### config.mk
export PLATFORM = sky130hd
export DESIGN_NAME = length_prefixed_packet_header_decoder
export DESIGN_NICKNAME = d
export VERILOG_FILES = /design/src/hdl/lphd_pkg.sv /design/src/hdl/lphd_front.sv /design/src/hdl/lphd_queue.sv /design/src/hdl/lphd_back.sv /design/src/hdl/length_prefixed_packet_header_decoder.sv
export SDC_FILE = /design/constraint.sdc
export NUM_CORES = 1
export LEC_CHECK = 0
export ABC_CLOCK_PERIOD_IN_PS = 5800
export BUFFER_PORTS_ARGS = -buffer_cell sky130_fd_sc_hd__buf_4
export CORE_ASPECT_RATIO = 1.5
export CORE_MARGIN = 2
export CORE_UTILIZATION = 40
export DETAILED_ROUTE_END_ITERATION = 6
export PLACE_DENSITY_LB_ADDON = 0.3
export SLEW_MARGIN = 30
export SYNTH_ARGS = -nofsm -noshare
export SYNTH_HDL_FRONTEND = slang
export SYNTH_HIERARCHICAL = 1
export SYNTH_SLANG_ARGS = --single-unit
### constraint.sdc
create_clock -name clk -period 5.8 [get_ports clk]
set_clock_uncertainty 0.1 [all_clocks]
set_input_delay 1.16 -clock clk [delete_from_list [all_inputs] [get_ports clk]]
set_output_delay 1.16 -clock clk [all_outputs]
set_load 0.005 [all_outputs]
### src/hdl/lphd_pkg.sv
// ----------------------------------------------------------------------------
// lphd_pkg
// Shared types and constants for the length-prefixed packet header decoder.
// ----------------------------------------------------------------------------
package lphd_pkg;

  // Body length that a good prefix carries, in bytes
  localparam int unsigned BODY_LEN   = 10;
  localparam int unsigned IDX_W      = 4;
  localparam logic [15:0] LEN_EXPECT = 16'(BODY_LEN);

  // Result kinds
  localparam logic KIND_PACKET  = 1'b0;
  localparam logic KIND_BAD_LEN = 1'b1;

  // x / 100 == (x * DIV_MUL) >> DIV_SHIFT, exact for every 16-bit x
  localparam int unsigned DIV_SHIFT = 23;
  localparam int unsigned PROD_W    = 33;
  localparam logic [16:0] DIV_MUL   = 17'd83887;

  // Queue between the byte framer and the field decoder
  localparam int unsigned Q_DEPTH = 2;
  localparam int unsigned Q_PTR_W = 1;
  localparam int unsigned Q_CNT_W = 2;

  // One request handed from the framer to the decoder
  typedef struct packed {
    logic        kind;
    logic [15:0] bad_len;
    logic [15:0] pid;
    logic [15:0] seq;
    logic [15:0] temp_raw;
    logic [15:0] hum_raw;
  } req_t;

endpackage

### src/hdl/lphd_front.sv
// ----------------------------------------------------------------------------
// lphd_front
// Byte framer: tracks the length prefix and the body, issues one request per
// finished frame or rejected prefix.
// ----------------------------------------------------------------------------
module lphd_front import lphd_pkg::*; (
  input  logic       clk,
  input  logic       rst_n,
  input  logic       take,
  input  logic [7:0] rx_byte,
  output logic       push,
  output req_t       req
);

  logic             in_body_r, in_body_nxt;
  logic [IDX_W-1:0] idx_r, idx_nxt;
  logic [7:0]       len_lo_r, len_lo_nxt;
  logic [7:0]       body_r [BODY_LEN];
  logic [15:0]      len_word;

  assign len_word = {rx_byte, len_lo_r};

  always_comb begin
    in_body_nxt = in_body_r;
    idx_nxt     = idx_r;
    len_lo_nxt  = len_lo_r;
    push        = 1'b0;
    req         = '0;
    req.pid      = {body_r[1], body_r[0]};
    req.seq      = {body_r[3], body_r[2]};
    req.temp_raw = {body_r[7], body_r[6]};
    req.hum_raw  = {rx_byte, body_r[8]};
    if (take) begin
      if (!in_body_r) begin
        if (idx_r == '0) begin
          len_lo_nxt = rx_byte;
          idx_nxt    = IDX_W'(1);
        end else begin
          idx_nxt = '0;
          if (len_word != LEN_EXPECT) begin
            push        = 1'b1;
            req         = '0;
            req.kind    = KIND_BAD_LEN;
            req.bad_len = len_word;
          end else begin
            in_body_nxt = 1'b1;
          end
        end
      end else if (idx_r >= IDX_W'(BODY_LEN)) begin
        // restart at the prefix
        in_body_nxt = 1'b0;
        idx_nxt     = '0;
      end else if (idx_r == IDX_W'(BODY_LEN - 1)) begin
        push        = 1'b1;
        req.kind    = KIND_PACKET;
        in_body_nxt = 1'b0;
        idx_nxt     = '0;
      end else begin
        idx_nxt = idx_r + IDX_W'(1);
      end
    end
  end

  always_ff @(posedge clk) begin
    if (!rst_n) begin
      in_body_r <= 1'b0;
      idx_r     <= '0;
      len_lo_r  <= '0;
    end else begin
      in_body_r <= in_body_nxt;
      idx_r     <= idx_nxt;
      len_lo_r  <= len_lo_nxt;
    end
  end

  // Body bytes need no reset: each is written before a frame reads it
  always_ff @(posedge clk) begin
    if (take && in_body_r && (idx_r < IDX_W'(BODY_LEN))) begin
      body_r[idx_r] <= rx_byte;
    end
  end

endmodule

### src/hdl/lphd_queue.sv
// ----------------------------------------------------------------------------
// lphd_queue
// Two-entry request queue between framer and decoder.
// ----------------------------------------------------------------------------
module lphd_queue import lphd_pkg::*; (
  input  logic clk,
  input  logic rst_n,
  input  logic push,
  input  req_t push_req,
  input  logic pop,
  output logic full,
  output logic not_empty,
  output req_t head
);

  req_t               mem_r [Q_DEPTH];
  logic [Q_PTR_W-1:0] wr_ptr_r, wr_ptr_nxt;
  logic [Q_PTR_W-1:0] rd_ptr_r, rd_ptr_nxt;
  logic [Q_CNT_W-1:0] cnt_r, cnt_nxt;

  assign full      = (cnt_r == Q_CNT_W'(Q_DEPTH));
  assign not_empty = (cnt_r != '0);
  assign head      = mem_r[rd_ptr_r];

  always_comb begin
    wr_ptr_nxt = push ? wr_ptr_r + Q_PTR_W'(1) : wr_ptr_r;
    rd_ptr_nxt = pop  ? rd_ptr_r + Q_PTR_W'(1) : rd_ptr_r;
    cnt_nxt    = cnt_r + Q_CNT_W'(push) - Q_CNT_W'(pop);
  end

  always_ff @(posedge clk) begin
    if (!rst_n) begin
      wr_ptr_r <= '0;
      rd_ptr_r <= '0;
      cnt_r    <= '0;
    end else begin
      wr_ptr_r <= wr_ptr_nxt;
      rd_ptr_r <= rd_ptr_nxt;
      cnt_r    <= cnt_nxt;
    end
  end

  always_ff @(posedge clk) begin
    if (push) begin
      mem_r[wr_ptr_r] <= push_req;
    end
  end

endmodule

### src/hdl/lphd_back.sv
// ----------------------------------------------------------------------------
// lphd_back
// Field decoder: splits header words, scales sensor words by 1/100 and holds
// the result in the output register.
// ----------------------------------------------------------------------------
module lphd_back import lphd_pkg::*; (
  input  logic        clk,
  input  logic        rst_n,
  input  logic        q_not_empty,
  input  req_t        q_head,
  output logic        pop,
  output logic        out_valid,
  input  logic        out_ready,
  output logic        out_result_kind,
  output logic [15:0] out_bad_length,
  output logic [2:0]  out_version,
  output logic        out_packet_kind,
  output logic        out_second_header_present,
  output logic [10:0] out_app_id,
  output logic [1:0]  out_seq_flags,
  output logic [13:0] out_sequence_count,
  output logic [9:0]  out_temperature,
  output logic [9:0]  out_humidity
);

  logic              valid_r, valid_nxt;
  logic [PROD_W-1:0] temp_prod, hum_prod;
  logic              is_pkt;

  assign pop       = q_not_empty && (!valid_r || out_ready);
  assign valid_nxt = pop || (valid_r && !out_ready);
  assign out_valid = valid_r;
  assign is_pkt    = (q_head.kind == KIND_PACKET);

  assign temp_prod = PROD_W'(q_head.temp_raw) * PROD_W'(DIV_MUL);
  assign hum_prod  = PROD_W'(q_head.hum_raw)  * PROD_W'(DIV_MUL);

  always_ff @(posedge clk) begin
    if (!rst_n) begin
      valid_r <= 1'b0;
    end else begin
      valid_r <= valid_nxt;
    end
  end

  // Load on pop; hold while stalled
  always_ff @(posedge clk) begin
    if (pop) begin
      out_result_kind           <= q_head.kind;
      out_bad_length            <= q_head.bad_len;
      out_version               <= is_pkt ? q_head.pid[15:13] : '0;
      out_packet_kind           <= is_pkt ? q_head.pid[12] : 1'b0;
      out_second_header_present <= is_pkt ? q_head.pid[11] : 1'b0;
      out_app_id                <= is_pkt ? q_head.pid[10:0] : '0;
      out_seq_flags             <= is_pkt ? q_head.seq[15:14] : '0;
      out_sequence_count        <= is_pkt ? q_head.seq[13:0] : '0;
      out_temperature           <= is_pkt ? temp_prod[DIV_SHIFT +: 10] : '0;
      out_humidity              <= is_pkt ? hum_prod[DIV_SHIFT +: 10] : '0;
    end
  end

endmodule

### src/hdl/length_prefixed_packet_header_decoder.sv
// ----------------------------------------------------------------------------
// length_prefixed_packet_header_decoder
// Decodes a little-endian length prefix and a ten-byte packet body into
// primary header fields and scaled sensor readings.
// ----------------------------------------------------------------------------
//
//  channel | direction | handshake            | payload
//  --------+-----------+----------------------+-----------------------------
//  in_     | input     | in_valid / in_ready  | in_rx_byte
//  out_    | output    | out_valid / out_ready| kind, bad length, header
//          |           |                      | fields, temperature, humidity
//
//  Bytes: one byte is taken per cycle while in_ready is high. A result passes
//  through a queue slot, then the output register, before it appears on out_.
//  The request queue holds two entries; in_ready drops only while it is full,
//  so the framer stalls only when the output side has been stalled.
//  Reset: rst_n (synchronous, low) returns the framer to the length prefix
//  and empties the queue and output register.
//
module length_prefixed_packet_header_decoder import lphd_pkg::*; (
  input  logic        clk,
  input  logic        rst_n,
  input  logic        in_valid,
  output logic        in_ready,
  input  logic [7:0]  in_rx_byte,
  output logic        out_valid,
  input  logic        out_ready,
  output logic        out_result_kind,
  output logic [15:0] out_bad_length,
  output logic [2:0]  out_version,
  output logic        out_packet_kind,
  output logic        out_second_header_present,
  output logic [10:0] out_app_id,
  output logic [1:0]  out_seq_flags,
  output logic [13:0] out_sequence_count,
  output logic [9:0]  out_temperature,
  output logic [9:0]  out_humidity
);

  logic take;
  logic push;
  logic pop;
  logic q_full;
  logic q_not_empty;
  req_t push_req;
  req_t q_head;

  // Accept a byte whenever the queue can absorb the request it might make
  assign in_ready = !q_full;
  assign take     = in_valid && in_ready;

  // Front: framing and classification of the byte stream
  lphd_front u_front (
    .clk     (clk),
    .rst_n   (rst_n),
    .take    (take),
    .rx_byte (in_rx_byte),
    .push    (push),
    .req     (push_req)
  );

  // Decouple framer and decoder
  lphd_queue u_queue (
    .clk       (clk),
    .rst_n     (rst_n),
    .push      (push),
    .push_req  (push_req),
    .pop       (pop),
    .full      (q_full),
    .not_empty (q_not_empty),
    .head      (q_head)
  );

  // Back: field extraction, divide by 100, output register
  lphd_back u_back (
    .clk                       (clk),
    .rst_n                     (rst_n),
    .q_not_empty               (q_not_empty),
    .q_head                    (q_head),
    .pop                       (pop),
    .out_valid                 (out_valid),
    .out_ready                 (out_ready),
    .out_result_kind           (out_result_kind),
    .out_bad_length            (out_bad_length),
    .out_version               (out_version),
    .out_packet_kind           (out_packet_kind),
    .out_second_header_present (out_second_header_present),
    .out_app_id                (out_app_id),
    .out_seq_flags             (out_seq_flags),
    .out_sequence_count        (out_sequence_count),
    .out_temperature           (out_temperature),
    .out_humidity              (out_humidity)
  );

endmodule

# == Yosys cells after proc, flatten, opt, wreduce, memory -nomap -nowiden ==
# Memories as Yosys holds them, arrays and structs flattened. A register that Yosys moved wholly into a read port is not among the register bits.
# Cells that the tools add are included.
# totals
regBits,87
latch_bits,0
mem_bits_rw,242
rom_bits,0
inputBits,12
output_inout_bits,71
wordCells,71
mem_count,2
# memory_table
name,words,word_bits,rd,rd_ports_with_merged_regs,write_ports,line,source
u_queue.mem_r,2,81,1,1,1,lphd_queue.sv:16,req_t mem_r [Q_DEPTH];
u_front.body_r,10,8,7,0,1,lphd_front.sv:18,logic [7:0] body_r [BODY_LEN];
# classes
n_addsub,5
mul,2
div,0
n_lt_le_gt_ge,2
eq_ne,3
shifts,0
muxes,26
bitwise,1
n_reduce_logical,13
# op_table
op,count
$mux 81,3
$mux 80,1
$mul 16x17->33 const B,2
$mux 1,19
$ne 16x4->1 const B,1
$mux 4,3
$logic_and 1x1->1,5
$add 4x1->4 const B,1
$eq 4x4->1 const B,1
$ge 4x4->1 const B,1
$logic_not 4->1,1
$lt 4x4->1 const B,1
$logic_not 1->1,3
$reduce_and 3->1,1
$add 1x1->1 const B,2
$add 2x1->2,1
$eq 2x2->1 const B,1
$logic_or 1x1->1,2
$reduce_bool 2->1,1
$sub 2x1->2,1
$not 1->1,1

# == Logic depth before layout (Yosys ltp) ==
# depth
word_depth,7
ltp_mapped,23
ltp_nobuf,21

# == Hierarchy ==
# Netlist, hierarchy kept.
# modules_own_cells
mod,n_inst,cells_each,area_per_inst_um2,seq_area_each_um2
lphd_back,1,1203,12558.3,2092.0
lphd_queue,1,273,6476.2,4964.8
lphd_front,1,248,3378.2,1941.9
length_prefixed_packet_header_decoder,1,2,10.0,0.0

# == Worst setup path before layout ==
# OpenSTA, ideal clock, no wires.
# synth_path
kind,input -> register
start,input port in_valid
end,memory u_queue/mem_r[0][0] (netlist name) (enable)
setup_ps,532
arrival_time_ps,5686
required_ps,5168
setup_slack_ps,-517
cell_stages,6
path_buffers,1
path_cell_list,nor2b_1 clkbuf_1 nand3_1 nor3_1 a21o_1 nor2b_1
# synth_between
elab_chain_cells,4
# synth_rtl
element,line,source
from (decl),length_prefixed_packet_header_decoder.sv:23,"input logic in_valid,"
$logic_and 1x1->1,length_prefixed_packet_header_decoder.sv:50,assign take = in_valid && in_ready;
$mux 1,lphd_front.sv:33,if (take) begin
via push,length_prefixed_packet_header_decoder.sv:41,logic push;
$mux 1,lphd_queue.sv:44,if (push) begin
$mux 1 (implied by the code),lphd_queue.sv:45,mem_r[wr_ptr_r] <= push_req;
to (decl),lphd_queue.sv:16,
# The timed path passes the listed nets, and every way through them passes these cells.

==> results.md <==
- CP delay by family, top: adder cells
- Die area: 58000 µm²
- Relative slew margins: 42.3%
- Crit-path cells: buf_12 -> buf_12 -> mux2_4 -> ha_4 -> inv_1 -> fa_1 -> inv_1 -> fa_1 -> inv_1 -> fa_1 -> inv_1 -> fa_1 -> fa_1 -> ha_4 -> and4_4 -> nor2b_1 -> a221o_1 -> a41o_1 -> a211o_1 -> a211o_1 -> mux2_4
- Critical Path RT: 6020 ps
- Count of final setup violators: 20
- Synthesized instance count: 1726
- Clk sinks: 306
- Cell taking the most area after synthesis: edfxtp_1
- Clock transition at the registers of the reported paths: 70 ps
- Hold Slack: 408 ps
- Worst Max-Slew Pin Slew: 865 ps
- Worst path buffer plus inverter count: 6
- Unique masters post-synth: 66
- Cell mode on critical path: fa_1
- Final Hold Fails: 0
- Routed len/inst: 17.2 µm
- Antenna fix cells: 0
- Most frequent cells in the layout: inv_1 (331), edfxtp_1 (287), buf_4 (253), ha_1 (243), fa_1 (174)
- Worst-skew pair later-pin latency: 580 ps
- Max Slew Vio Count: 0
- Avg Cell Area, Syn: 13.0 µm²
- Initial antenna violation count: 0
- Row cnt: 106
- Critical path type: reg2reg
- Pre-antenna DRT Iters: 4
- Post-synth top flop: edfxtp_1
- GRT Total Usage: 16.0%
- FF+latch count, synth: 306
- Synth async-reset ratio: 0%
- Remaining DRCs: 0
- Fraction of layout cells with a size suffix above 1: 30.0%
- Final Wtd Congestion: 0.904
- Area of the core: 55600 µm²
- CP max-delay cell: fa_1
- Top Ports: 83
- Top cells by area, synth: edfxtp_1 (38%), fa_1 (17%), ha_1 (15%), inv_1 (5.9%), mux2_4 (5.4%)
- Largest net degree at the start of global routing: 74
- Vias in the first global route: 14371
- Post-DP HPWL: 35600 µm
- Max Clk Rate: 161 MHz
- Synth top area share: 38.4%
- CTS max path bufs: 3
- Register area share after synthesis: 40.1%
- Global-route wire length before repair: 73500 µm
- Die X: 197 µm
- Reg2reg setup slack: -410 ps
- Min cycle time layout: 6210 ps
- Starting DRT DRC Count: 493
- MaxCap Viol Count: 0
- Min-Delay Path Class: reg2reg
- Final Net Count: 2452
- Area Growth Syn to Fin: 19.4%
- H-tree levels: 1
- Grt total ovfl: 0
- RSZ-0062 raised after global routing: yes
- CTS tree: built
- YS warnings: 6
- Max incr delay on CP: 570 ps
- Via count: 13091
- Die height: 294 µm
- I/O Buffers: 82
- Routed Antenna Nets: 0
- Crit path max fanout: 8
- Syn nets: 2200
- CTS root buf: clkbuf_16
- Setup crit end kind: flip-flop
- Fin crit share: 107%
- Cell area after synthesis: 22400 µm²
- Drt total wl: 46500 µm
- EDFF count, synth: 287
- Status: complete, but fails checks
- CTS Hold Buffers Added: 0
- Vias per std cell: 4.84
- Critical Path Source Type: flip-flop
- CTS Buf Count: 30
- Smallest setup slack after layout: -410 ps
- Most common cell after layout, fill and taps aside: inv_1
- CP arrival: 6430 ps
- Starting density of the core: 40.3%
- Failing checks: setup timing
==> synth_stat cells, types with 16 or more instances <==
master      n
clkbuf_1   25
nor2b_1    50
inv_1     354
nand3_1    22
mux2_4     81
ha_1      268
nand2_1    27
dfxtp_1    19
a21o_1     27
edfxtp_1  287
a21oi_1    39
nor2_1     42
o21ai_0    26
a21boi_2   60
and3_1     19
nor3_1     16
fa_1      194
==> worst min-delay path, cell delays in order (launching register included) <==
cell and delay, ps:
dfxtp_1 320, o21ai_0 60, a21boi_0 80
==> registers in the layout, summed over array words and instances, names as in the netlist, 2 cells and up, named ones only <==
name,count
u_back/out_sequence_count,14
u_back/out_seq_flags,2
u_queue/mem_r,162
u_queue/cnt_r,2
u_front/len_lo_r,8
u_front/idx_r,4
u_back/out_app_id,11
u_back/out_temperature,10
u_back/out_version,3
u_back/out_humidity,10
u_back/out_bad_length,16
u_front/body_r,56
==> cells by family after synthesis <==
group	count (synthesis)	synth area share, %
AO/OA/AOI/OAI	224	7.92
XOR/XNOR	9	0.413
adder cells (fa/ha/maj)	462	32.3
buffers and inverters	405	7.75
flip-flops	306	40.1
multiplexers	88	5.78
AND/OR/NAND/NOR	232	5.73
==> per-stage QoR <==
step	setup TNS, ps	cells	cell area, µm²	worst slack, ps	util, %
floorplan	-1830	1726	22600	-388	-
CTS	-4870	2697	26400	-427	47.6
global placement	-5480	2636	25100	-442	45.2
global route	-8560	2704	26800	-578	48.2
detailed placement	-6420	2638	25100	-551	45.2
finish	-5090	2704	26800	-410	48.2
==> cell type report <==
class	count	area, µm²
well taps	702	878
multi-input cells	1015	12400
fillers	4818	28800
clock buffers	41	852
repair buffers	271	2160
inverters	354	1330
flip-flops and latches	306	9000
clock inverters	15	156
==> repair_timing <==
item                                    in CTS  in global routing
setup buffers                                3                  9
endpoints found under the setup margin      20                 20
pin swaps                                   11                 33
gates cloned                                 0                  0
resized for setup                           36                 66
hold endpoints to repair                     0                  0
==> per-layer routing <==
layer	part of all wire (%)	wire length (µm)	vias up	GRT usage (%)
li1	-	-	6366	-
met1	40	18600	6477	18.1
met2	55	25700	189	31.9
met3	2.6	1210	59	1.47
met4	2.1	954	0	3.87
met5	0	0	-	0
==> final timing paths <==
path              cells past startpoint                        end                start
hold / removal                        2        u_front/len_lo_r[3]  u_front/len_lo_r[3]
setup / recovery                     21  u_back/out_temperature[9]            flip-flop
setup reg to reg                     21  u_back/out_temperature[9]            flip-flop
hold reg to reg                       2        u_front/len_lo_r[3]  u_front/len_lo_r[3]
Power is left out: the tool's default activity adds up to more than one toggle a clock period on the data nets, which glitch-free logic cannot reach.
